### src/hw/rtl/ssa_pkg.sv
// ----------------------------------------------------------------------------
// ssa_pkg
// Shared types, codes and helpers for the swap slot allocator.
// ----------------------------------------------------------------------------
package ssa_pkg;

  localparam int WORD_W     = 32;
  localparam int BIT_W      = 5;
  localparam int ACTION_W   = 2;
  localparam int INDEX_W    = 10;
  localparam int SLOT_W     = 10;
  localparam int SECTOR_W   = 13;
  localparam int TRANSFER_W = 2;
  localparam int STATUS_W   = 2;
  localparam int COUNT_W    = 11;

  localparam logic [ACTION_W-1:0] ACT_SWAP_OUT = 2'd0;
  localparam logic [ACTION_W-1:0] ACT_SWAP_IN  = 2'd1;
  localparam logic [ACTION_W-1:0] ACT_FREE     = 2'd2;

  localparam logic [TRANSFER_W-1:0] XFER_NONE  = 2'd0;
  localparam logic [TRANSFER_W-1:0] XFER_READ  = 2'd1;
  localparam logic [TRANSFER_W-1:0] XFER_WRITE = 2'd2;

  localparam logic [STATUS_W-1:0] STS_OK       = 2'd0;
  localparam logic [STATUS_W-1:0] STS_FULL     = 2'd1;
  localparam logic [STATUS_W-1:0] STS_NOT_USED = 2'd2;
  localparam logic [STATUS_W-1:0] STS_RANGE    = 2'd3;

  localparam logic [COUNT_W-1:0] SLOT_COUNT_RST = 11'd1024;

  typedef enum logic [2:0] {
    ST_CLEAR,
    ST_IDLE,
    ST_SCAN,
    ST_CHECK,
    ST_EMIT
  } ssa_state_t;

  // lowest set bit of a bitmap word
  function automatic logic [BIT_W-1:0] ssa_first_set(input logic [WORD_W-1:0] w);
    logic [BIT_W-1:0] pos;
    pos = '0;
    for (int i = WORD_W - 1; i >= 0; i--) begin
      if (w[i]) begin
        pos = BIT_W'(i);
      end
    end
    return pos;
  endfunction

endpackage

### src/hw/rtl/swap_slot_allocator.sv
// ----------------------------------------------------------------------------
// swap_slot_allocator
// Free bitmap over swap slots with per-sector address generation.
// ----------------------------------------------------------------------------
// Request words arrive on in_* (action, slot_index); result words leave on
// out_* (slot, sector, transfer, status, last), one to eight per request,
// the final one flagged by out_last. cfg_* writes the slot count; the
// user must write it only while the block is idle, and the block itself
// does not enforce this. The bitmap sits in a RAM of 32-bit words. After
// reset a clearing pass writes every word to all free, with in_ready low.
// Swap out scans one bitmap word per cycle through the RAM read port,
// then gives one result per sector. Swap in reads the bitmap word and
// checks the bit, then gives one result per sector. Free, out of range
// and not in use cases give one result, as does a full table found by
// the scan. Sector addresses come from one constant multiply and add per
// result. Results pass through an output register; a stalled receiver
// holds the sequencer in its emit step, and the next request is taken
// once the last result is loaded into that register. Action 3 is taken
// and dropped.
// ----------------------------------------------------------------------------
module swap_slot_allocator
  import ssa_pkg::*;
#(
  parameter int MAX_SLOTS        = 1024,
  parameter int SECTORS_PER_SLOT = 8
) (
  input  logic                  clk,
  input  logic                  rst_n,
  input  logic                  cfg_valid,
  output logic                  cfg_ready,
  input  logic [COUNT_W-1:0]    cfg_slot_count,
  input  logic                  in_valid,
  output logic                  in_ready,
  input  logic [ACTION_W-1:0]   in_action,
  input  logic [INDEX_W-1:0]    in_slot_index,
  output logic                  out_valid,
  input  logic                  out_ready,
  output logic [SLOT_W-1:0]     out_slot,
  output logic [SECTOR_W-1:0]   out_sector,
  output logic [TRANSFER_W-1:0] out_transfer,
  output logic [STATUS_W-1:0]   out_status,
  output logic                  out_last
);

  localparam int WORDS  = (MAX_SLOTS + WORD_W - 1) / WORD_W;
  localparam int WA_W   = (WORDS > 1) ? $clog2(WORDS) : 1;
  localparam int RS_W   = (WA_W + BIT_W > INDEX_W) ? WA_W + BIT_W : INDEX_W;
  localparam int CMP_W  = (WA_W + BIT_W + 1 > COUNT_W) ? WA_W + BIT_W + 1 : COUNT_W;
  localparam int SPS_W  = $clog2(SECTORS_PER_SLOT + 1);
  localparam int OFF_W  = (SECTORS_PER_SLOT > 1) ? $clog2(SECTORS_PER_SLOT) : 1;
  localparam int PROD_W = (RS_W + SPS_W > SECTOR_W) ? RS_W + SPS_W : SECTOR_W;

  ssa_state_t state_r, state_nxt;

  logic [COUNT_W-1:0]    slot_count_r;
  logic [WA_W-1:0]       clr_w_r, clr_w_nxt;
  logic [WA_W-1:0]       scan_w_r, scan_w_nxt;
  logic [WA_W-1:0]       chk_w_r, chk_w_nxt;
  logic [RS_W-1:0]       idx_r, idx_nxt;
  logic [ACTION_W-1:0]   act_r, act_nxt;
  logic [RS_W-1:0]       res_slot_r, res_slot_nxt;
  logic [TRANSFER_W-1:0] res_xfer_r, res_xfer_nxt;
  logic [STATUS_W-1:0]   res_status_r, res_status_nxt;
  logic [OFF_W-1:0]      off_r, off_nxt;

  logic                  out_valid_r, out_valid_nxt;
  logic [SLOT_W-1:0]     out_slot_r, out_slot_nxt;
  logic [SECTOR_W-1:0]   out_sector_r, out_sector_nxt;
  logic [TRANSFER_W-1:0] out_xfer_r, out_xfer_nxt;
  logic [STATUS_W-1:0]   out_status_r, out_status_nxt;
  logic                  out_last_r, out_last_nxt;

  logic                  mem_we;
  logic [WA_W-1:0]       mem_waddr;
  logic [WORD_W-1:0]     mem_wdata;
  logic [WA_W-1:0]       mem_raddr;
  logic [WORD_W-1:0]     mem_rdata;

  logic [CMP_W-1:0]      cnt_ext, max_ext, usable;
  logic [RS_W-1:0]       in_idx_ext;
  logic [CMP_W-1:0]      base_ext, rem;
  logic [WORD_W-1:0]     scan_mask, scan_hits;
  logic [BIT_W-1:0]      hit_pos;
  logic                  scan_end;
  logic [WA_W-1:0]       idx_word;
  logic [WORD_W-1:0]     idx_bit;
  logic [PROD_W-1:0]     sector_full;
  logic                  emit_last;

  ssa_ram #(
    .WIDTH (WORD_W),
    .DEPTH (WORDS),
    .ADDR_W(WA_W)
  ) u_bitmap (
    .clk  (clk),
    .we   (mem_we),
    .waddr(mem_waddr),
    .wdata(mem_wdata),
    .raddr(mem_raddr),
    .rdata(mem_rdata)
  );

  assign cnt_ext    = CMP_W'(slot_count_r);
  assign max_ext    = CMP_W'(MAX_SLOTS);
  assign usable     = (cnt_ext < max_ext) ? cnt_ext : max_ext;
  assign in_idx_ext = RS_W'(in_slot_index);

  // valid bits of the word under check
  assign base_ext  = CMP_W'({chk_w_r, {BIT_W{1'b0}}});
  assign rem       = usable - base_ext;
  assign scan_end  = (rem <= CMP_W'(WORD_W));
  assign scan_mask = (rem >= CMP_W'(WORD_W)) ? '1 :
                     ((WORD_W'(1) << rem[BIT_W-1:0]) - WORD_W'(1));
  assign scan_hits = mem_rdata & scan_mask;
  assign hit_pos   = ssa_first_set(scan_hits);

  assign idx_word = idx_r[WA_W+BIT_W-1:BIT_W];
  assign idx_bit  = WORD_W'(1) << idx_r[BIT_W-1:0];

  assign sector_full = PROD_W'(res_slot_r) * PROD_W'(SECTORS_PER_SLOT) + PROD_W'(off_r);
  assign emit_last   = (res_xfer_r == XFER_NONE) ||
                       (off_r == OFF_W'(SECTORS_PER_SLOT - 1));

  assign cfg_ready = 1'b1;

  always_comb begin
    state_nxt      = state_r;
    clr_w_nxt      = clr_w_r;
    scan_w_nxt     = scan_w_r;
    chk_w_nxt      = chk_w_r;
    idx_nxt        = idx_r;
    act_nxt        = act_r;
    res_slot_nxt   = res_slot_r;
    res_xfer_nxt   = res_xfer_r;
    res_status_nxt = res_status_r;
    off_nxt        = off_r;
    out_valid_nxt  = out_valid_r && !out_ready;
    out_slot_nxt   = out_slot_r;
    out_sector_nxt = out_sector_r;
    out_xfer_nxt   = out_xfer_r;
    out_status_nxt = out_status_r;
    out_last_nxt   = out_last_r;
    mem_we         = 1'b0;
    mem_waddr      = chk_w_r;
    mem_wdata      = mem_rdata;
    mem_raddr      = scan_w_r;
    in_ready       = 1'b0;

    unique case (state_r)
      ST_CLEAR: begin
        mem_we    = 1'b1;
        mem_waddr = clr_w_r;
        mem_wdata = '1;
        if (clr_w_r == WA_W'(WORDS - 1)) begin
          state_nxt = ST_IDLE;
        end else begin
          clr_w_nxt = clr_w_r + WA_W'(1);
        end
      end

      ST_IDLE: begin
        in_ready = 1'b1;
        if (in_valid) begin
          act_nxt = in_action;
          idx_nxt = in_idx_ext;
          off_nxt = '0;
          priority if (in_action == ACT_SWAP_OUT) begin
            if (usable == '0) begin
              res_slot_nxt   = '0;
              res_xfer_nxt   = XFER_NONE;
              res_status_nxt = STS_FULL;
              state_nxt      = ST_EMIT;
            end else begin
              mem_raddr  = '0;
              scan_w_nxt = WA_W'(1);
              chk_w_nxt  = '0;
              state_nxt  = ST_SCAN;
            end
          end else if (in_action == ACT_SWAP_IN || in_action == ACT_FREE) begin
            if (CMP_W'(in_slot_index) >= usable) begin
              res_slot_nxt   = in_idx_ext;
              res_xfer_nxt   = XFER_NONE;
              res_status_nxt = STS_RANGE;
              state_nxt      = ST_EMIT;
            end else begin
              mem_raddr = in_idx_ext[WA_W+BIT_W-1:BIT_W];
              state_nxt = ST_CHECK;
            end
          end else begin
            state_nxt = ST_IDLE;
          end
        end
      end

      ST_SCAN: begin
        mem_raddr  = scan_w_r;
        scan_w_nxt = scan_w_r + WA_W'(1);
        chk_w_nxt  = scan_w_r;
        if (scan_hits != '0) begin
          mem_we         = 1'b1;
          mem_waddr      = chk_w_r;
          mem_wdata      = mem_rdata & ~(WORD_W'(1) << hit_pos);
          res_slot_nxt   = RS_W'({chk_w_r, hit_pos});
          res_xfer_nxt   = XFER_WRITE;
          res_status_nxt = STS_OK;
          state_nxt      = ST_EMIT;
        end else if (scan_end) begin
          res_slot_nxt   = '0;
          res_xfer_nxt   = XFER_NONE;
          res_status_nxt = STS_FULL;
          state_nxt      = ST_EMIT;
        end
      end

      ST_CHECK: begin
        res_slot_nxt = idx_r;
        state_nxt    = ST_EMIT;
        if ((mem_rdata & idx_bit) != '0) begin
          res_xfer_nxt   = XFER_NONE;
          res_status_nxt = STS_NOT_USED;
        end else begin
          mem_we         = 1'b1;
          mem_waddr      = idx_word;
          mem_wdata      = mem_rdata | idx_bit;
          res_xfer_nxt   = (act_r == ACT_SWAP_IN) ? XFER_READ : XFER_NONE;
          res_status_nxt = STS_OK;
        end
      end

      ST_EMIT: begin
        if (!out_valid_r || out_ready) begin
          out_valid_nxt  = 1'b1;
          out_slot_nxt   = res_slot_r[SLOT_W-1:0];
          out_sector_nxt = (res_xfer_r == XFER_NONE) ? '0 : sector_full[SECTOR_W-1:0];
          out_xfer_nxt   = res_xfer_r;
          out_status_nxt = res_status_r;
          out_last_nxt   = emit_last;
          if (emit_last) begin
            state_nxt = ST_IDLE;
          end else begin
            off_nxt = off_r + OFF_W'(1);
          end
        end
      end

      default: begin
        state_nxt = ST_IDLE;
      end
    endcase
  end

  always_ff @(posedge clk) begin
    if (!rst_n) begin
      state_r      <= ST_CLEAR;
      clr_w_r      <= '0;
      slot_count_r <= SLOT_COUNT_RST;
      out_valid_r  <= 1'b0;
    end else begin
      state_r     <= state_nxt;
      clr_w_r     <= clr_w_nxt;
      out_valid_r <= out_valid_nxt;
      if (cfg_valid && cfg_ready) begin
        slot_count_r <= cfg_slot_count;
      end
    end
  end

  always_ff @(posedge clk) begin
    scan_w_r     <= scan_w_nxt;
    chk_w_r      <= chk_w_nxt;
    idx_r        <= idx_nxt;
    act_r        <= act_nxt;
    res_slot_r   <= res_slot_nxt;
    res_xfer_r   <= res_xfer_nxt;
    res_status_r <= res_status_nxt;
    off_r        <= off_nxt;
    out_slot_r   <= out_slot_nxt;
    out_sector_r <= out_sector_nxt;
    out_xfer_r   <= out_xfer_nxt;
    out_status_r <= out_status_nxt;
    out_last_r   <= out_last_nxt;
  end

  assign out_valid    = out_valid_r;
  assign out_slot     = out_slot_r;
  assign out_sector   = out_sector_r;
  assign out_transfer = out_xfer_r;
  assign out_status   = out_status_r;
  assign out_last     = out_last_r;

  // clearing pass only ever marks words free
  a_clear_fill: assert property (@(posedge clk) disable iff (!rst_n)
    (state_r == ST_CLEAR) |-> (mem_we && mem_wdata == '1))
    else $error("clearing pass wrote a non-free word");

  // bitmap untouched while waiting for a request
  a_idle_no_write: assert property (@(posedge clk) disable iff (!rst_n)
    (state_r == ST_IDLE) |-> !mem_we)
    else $error("bitmap written while idle");

  // error results are single words
  a_err_last: assert property (@(posedge clk) disable iff (!rst_n)
    (out_valid && out_status != STS_OK) |-> (out_last && out_transfer == XFER_NONE))
    else $error("error result not final or carries a transfer");

  // no transfer means sector zero
  a_none_sector: assert property (@(posedge clk) disable iff (!rst_n)
    (out_valid && out_transfer == XFER_NONE) |-> (out_sector == '0))
    else $error("sector set on a result without transfer");

  // a found slot is written back as used in the same cycle
  a_scan_claim: assert property (@(posedge clk) disable iff (!rst_n)
    (state_r == ST_SCAN && state_nxt == ST_EMIT && res_xfer_nxt == XFER_WRITE)
      |-> (mem_we && mem_waddr == chk_w_r))
    else $error("allocated slot not marked used");

endmodule

### src/hw/rtl/ssa_ram.sv
// ----------------------------------------------------------------------------
// ssa_ram
// Generic single write, single read RAM with registered read data.
// ----------------------------------------------------------------------------
module ssa_ram #(
  parameter int WIDTH  = 32,
  parameter int DEPTH  = 32,
  parameter int ADDR_W = (DEPTH > 1) ? $clog2(DEPTH) : 1
) (
  input  logic              clk,
  input  logic              we,
  input  logic [ADDR_W-1:0] waddr,
  input  logic [WIDTH-1:0]  wdata,
  input  logic [ADDR_W-1:0] raddr,
  output logic [WIDTH-1:0]  rdata
);

  logic [WIDTH-1:0] mem [DEPTH];

  always_ff @(posedge clk) begin
    if (we) begin
      mem[waddr] <= wdata;
    end
    rdata <= mem[raddr];
  end

endmodule

### config.mk
export PLATFORM = sky130hd
export DESIGN_NAME = swap_slot_allocator
export DESIGN_NICKNAME = d
export VERILOG_FILES = /design/src/hw/rtl/ssa_pkg.sv /design/src/hw/rtl/swap_slot_allocator.sv /design/src/hw/rtl/ssa_ram.sv
export SDC_FILE = /design/constraint.sdc
export NUM_CORES = 2
export LEC_CHECK = 0
export BUFFER_PORTS_ARGS = -buffer_cell sky130_fd_sc_hd__buf_2
export CORE_MARGIN = 4
export CORE_UTILIZATION = 50
export DETAILED_ROUTE_END_ITERATION = 10
export GPL_ROUTABILITY_DRIVEN = 0
export MAX_ROUTING_LAYER = met4
export PLACE_DENSITY = 0.66
export SYNTH_ARGS = -nofsm -noshare
export SYNTH_HDL_FRONTEND = slang
export SYNTH_HIERARCHICAL = 1
export SYNTH_SLANG_ARGS = --single-unit
### constraint.sdc
create_clock -name clk -period 8 [get_ports clk]
set_clock_uncertainty 0.1 [all_clocks]
set_input_delay 0.4 -clock clk [delete_from_list [all_inputs] [get_ports clk]]
set_output_delay 0.4 -clock clk [all_outputs]
set_load 0.05 [all_outputs]
==> summary.md <==
| Metric | Value |
|---|---|
| Post_cts resized | `0` |
| RSZ-0062 raised after global routing | `false` |
| Dpl ws | `1.62 ns` |
| Mapped Nets | `3,150` |
| Critical path type | `flop to flop` |
| CP arrival | `6.76 ns` |
| Utilization after layout | `0.571` |
| Top layer in use | `met4` |
| Post-CTS Repair Setup Buffers | `0` |
| Synthesized area per cell | `15.4 um2` |
| Nets | `3,256` |
| Worst-path fanout max | `32` |
| FF-to-FF setup slack | `1.42 ns` |
| Slew @ Worst Pin | `1.34 ns` |
| VDD IR-drop max | `247 uV` |
| MaxCap Viol Count | `0` |
| # hold bufs at CTS | `25` |
| Area growth from synthesis to layout | `12.6%` |
| Routed length on met2 | `57,700 um` |
| Crit path launch type | `flop` |
| Tcrit/Tclk final | `0.822` |
| Setup crit end kind | `flop` |
| Iter 0 DRT Violations | `3,628` |
| CTS Sinks | `1,143` |
| PnR worst setup slack | `1.42 ns` |
| EDFF count, synth | `1,091` |
| Htree depth | `3` |
| Rows | `112` |
| All-Layer GR Usage | `0.247` |
| CTS root buffer | `clkbuf_16` |
| Clk_lat worst skew | `0.69 ns` |
| Predominant post-synthesis flop cell | `edfxtp_1` |
| Number of hold violations in the final report | `0` |
| Hold Path Stages | `3` |
| Post-Synthesis Cells | `3,099` |
| Routed vias | `28.4k` |
| Async set-reset flop share out of synthesis | `0` |
| Post-DRT Antenna Nets | `0` |
| DR WL met3 | `9760 um` |
| Fmax | `152 MHz` |
| Die area | `100,000 um2` |
| Fin Setup TNS | `0 ns` |
| PwrDens | `324 nW/um2` |
| Critical path endpoint | `u_bitmap/mem[2][28]` |
| WL final | `121,000 um` |
| Drt via density | `6.23` |
| Synthesized cell area | `47,700 um2` |
| DRC viols | `0` |
| Die W | `317 um` |
| Vias in the first global route | `28.1k` |
| Pwr Total | `17.4 mW` |
| Die Ht | `317 um` |
| Remaining global-route overflow | `0` |
| First-pass GRT wire length | `180,000 um` |
| CTS tree | `yes` |
| DP HPWL | `73,900 um` |
| Core Footprint | `93,900 um2` |
| TritonCTS Buffers | `112` |
| Slew Limit Fails | `0` |
| Largest net degree at the start of global routing | `79` |
| Max_slew headroom | `0.108` |
| Final setup fails | `0` |
| Sequential-to-total area share from yosys stat | `0.709` |
| Cell count of the worst reg-to-reg path | `19` |
| Leakage | `19.8 nW` |
| I/O Buffers | `57` |
| Worst-path clk slew | `0.06 ns` |
| Tmin final | `6.58 ns` |
| Avg WL per Cell | `26.7 um` |
| FF+latch count, synth | `1,143` |
| Initial antenna violation count | `2` |
| Clock Tree Buf Depth | `3` |
| Critical Path RT | `8.19 ns` |
| Drt pass-1 iters | `7` |
| Synthesis Warnings | `6` |
| Ports | `59` |
| Synth cell types | `96` |
| Antenna Cells | `0` |
| Worst R2R Start | `cnt_ext[10]` |
| Met1 WL | `50,900 um` |
| Status | `completed` |
| Critical path launch point | `cnt_ext[10]` |
| Worst R2R End | `u_bitmap/mem[2][28]` |
| Worst hold path type | `input port to flop` |
| Layout cells sized above 1 | `0.120` |
| Initial Util | `0.508` |
[cells by family (layout without fill, tap and decap cells)]
logic type	count (synthesis)	after routing	synth area share
compound gates	565	565	0.0827
xor+xnor	18	18	0.00331
fa+ha+maj	24	24	0.00641
buf+inv	229	427	0.0249
flops	1143	1143	0.709
mux	533	533	0.112
other cells	1	1	0.0000787
simple gates	586	586	0.0612
[sequential cells by signal, summed over array words and instances, names as in the netlist]
name and cells:
u_bitmap/rdata 32, state_r 3, chk_w_r 5, scan_w_r 5
u_bitmap/mem 1024, clr_w_r 5, out_sector 13, res_status_r 2
out_status 2, out_slot 10, res_xfer_r 2, res_slot_r 10
cnt_ext 11, out_transfer 2, act_r 2, off_r 3
out_last 1, out_valid 1, idx_r 10
[synthesized netlist by cell type (all sizes together), types with 15 or more instances]
library cell	count	share of area
edfxtp	1091	0.69
mux2i	531	0.11
nand2	165	0.013
a21oi	134	0.014
nand3	126	0.013
buf	105	0.015
a22oi	104	0.016
nor2	104	0.0082
o21ai	80	0.0085
clkbuf	73	0.0059
a22o	69	0.013
dfxtp	52	0.022
nor3	52	0.0055
a31oi	51	0.0068
inv	50	0.0039
nor2b	31	0.0041
ha	22	0.0058
o211ai	19	0.0031
and2	17	0.0022
and3	15	0.0020
nand2b	15	0.0020
[how the worst min path moves through the flow]
stage	slack [ns]	to	start
2_1_floorplan	0.30	out_status[0]	res_status_r[0]
3_3_place_gp	0.31	out_status[0]	res_status_r[0]
3_5_place_dp	0.31	out_status[0]	res_status_r[0]
4_1_cts	0.05	cnt_ext[8]	cfg_valid
5_1_grt	0.11	cnt_ext[7]	cfg_valid
6_report	0.09	cnt_ext[8]	cfg_valid
[through the flow]
step / instance area (um2) / std cells / hold slack (ns)
4_1_cts: 53600 / 4550 / 0.0504
5_1_grt: 53600 / 4551 / 0.106
3_5_place_dp: 49800 / 4319 / 0.308
6_report: 53600 / 4551 / 0.0872
2_1_floorplan: 47700 / 3099 / 0.300
3_3_place_gp: 49800 / 4319 / 0.310
[per-layer routing]
metal,GRT usage,vias up
met4,0.0717,0
met2,0.386,1384
li1,-,12341
met5,-,-
met1,0.338,14411
met3,0.0417,239
[cells in the final DEF (no fill, tap or decap), types with 68 or more instances in the layout]
master        n
a22o_1       68
edfxtp_1   1091
nand2_1     164
nand3_1     125
clkbuf_16   114
nor2_1       70
a21oi_1     131
mux2i_1     531
buf_4        74
a22oi_1     104
[power breakdown]
part	switching [mW]	internal (mW)
sequential	0.353	7.86
combinational	3.01	1.02
clock	2.18	2.95
[cell type report]
class / count / area [um2]
Fill cell: 7236 / 40300
Clock inverter: 59 / 557
Timing Repair Buffer: 170 / 1370
Sequential cell: 1143 / 33800
Inverter: 51 / 191
Clock buffer: 147 / 3040
Multi-Input combinational cell: 1727 / 13100
Tap cell: 1254 / 1570
[worst max-delay path: stages, from the launching register on]
cell and delay (ns):
dfxtp_1 0.30, buf_4 0.26, inv_1 0.11, buf_4 0.20, nand2_1 0.11, inv_1 0.05
ha_1 0.23, or2_1 0.29, o22ai_2 0.16, mux2i_1 0.66, o41ai_2 0.23, and2_0 0.29
nand3_2 0.24, nor2_1 0.14, a31oi_2 0.50, inv_1 0.12, nand2_1 0.21, nand3b_1 0.57
buf_4 0.39, nor2_4 0.98
(Power assumes the default switching activity.)
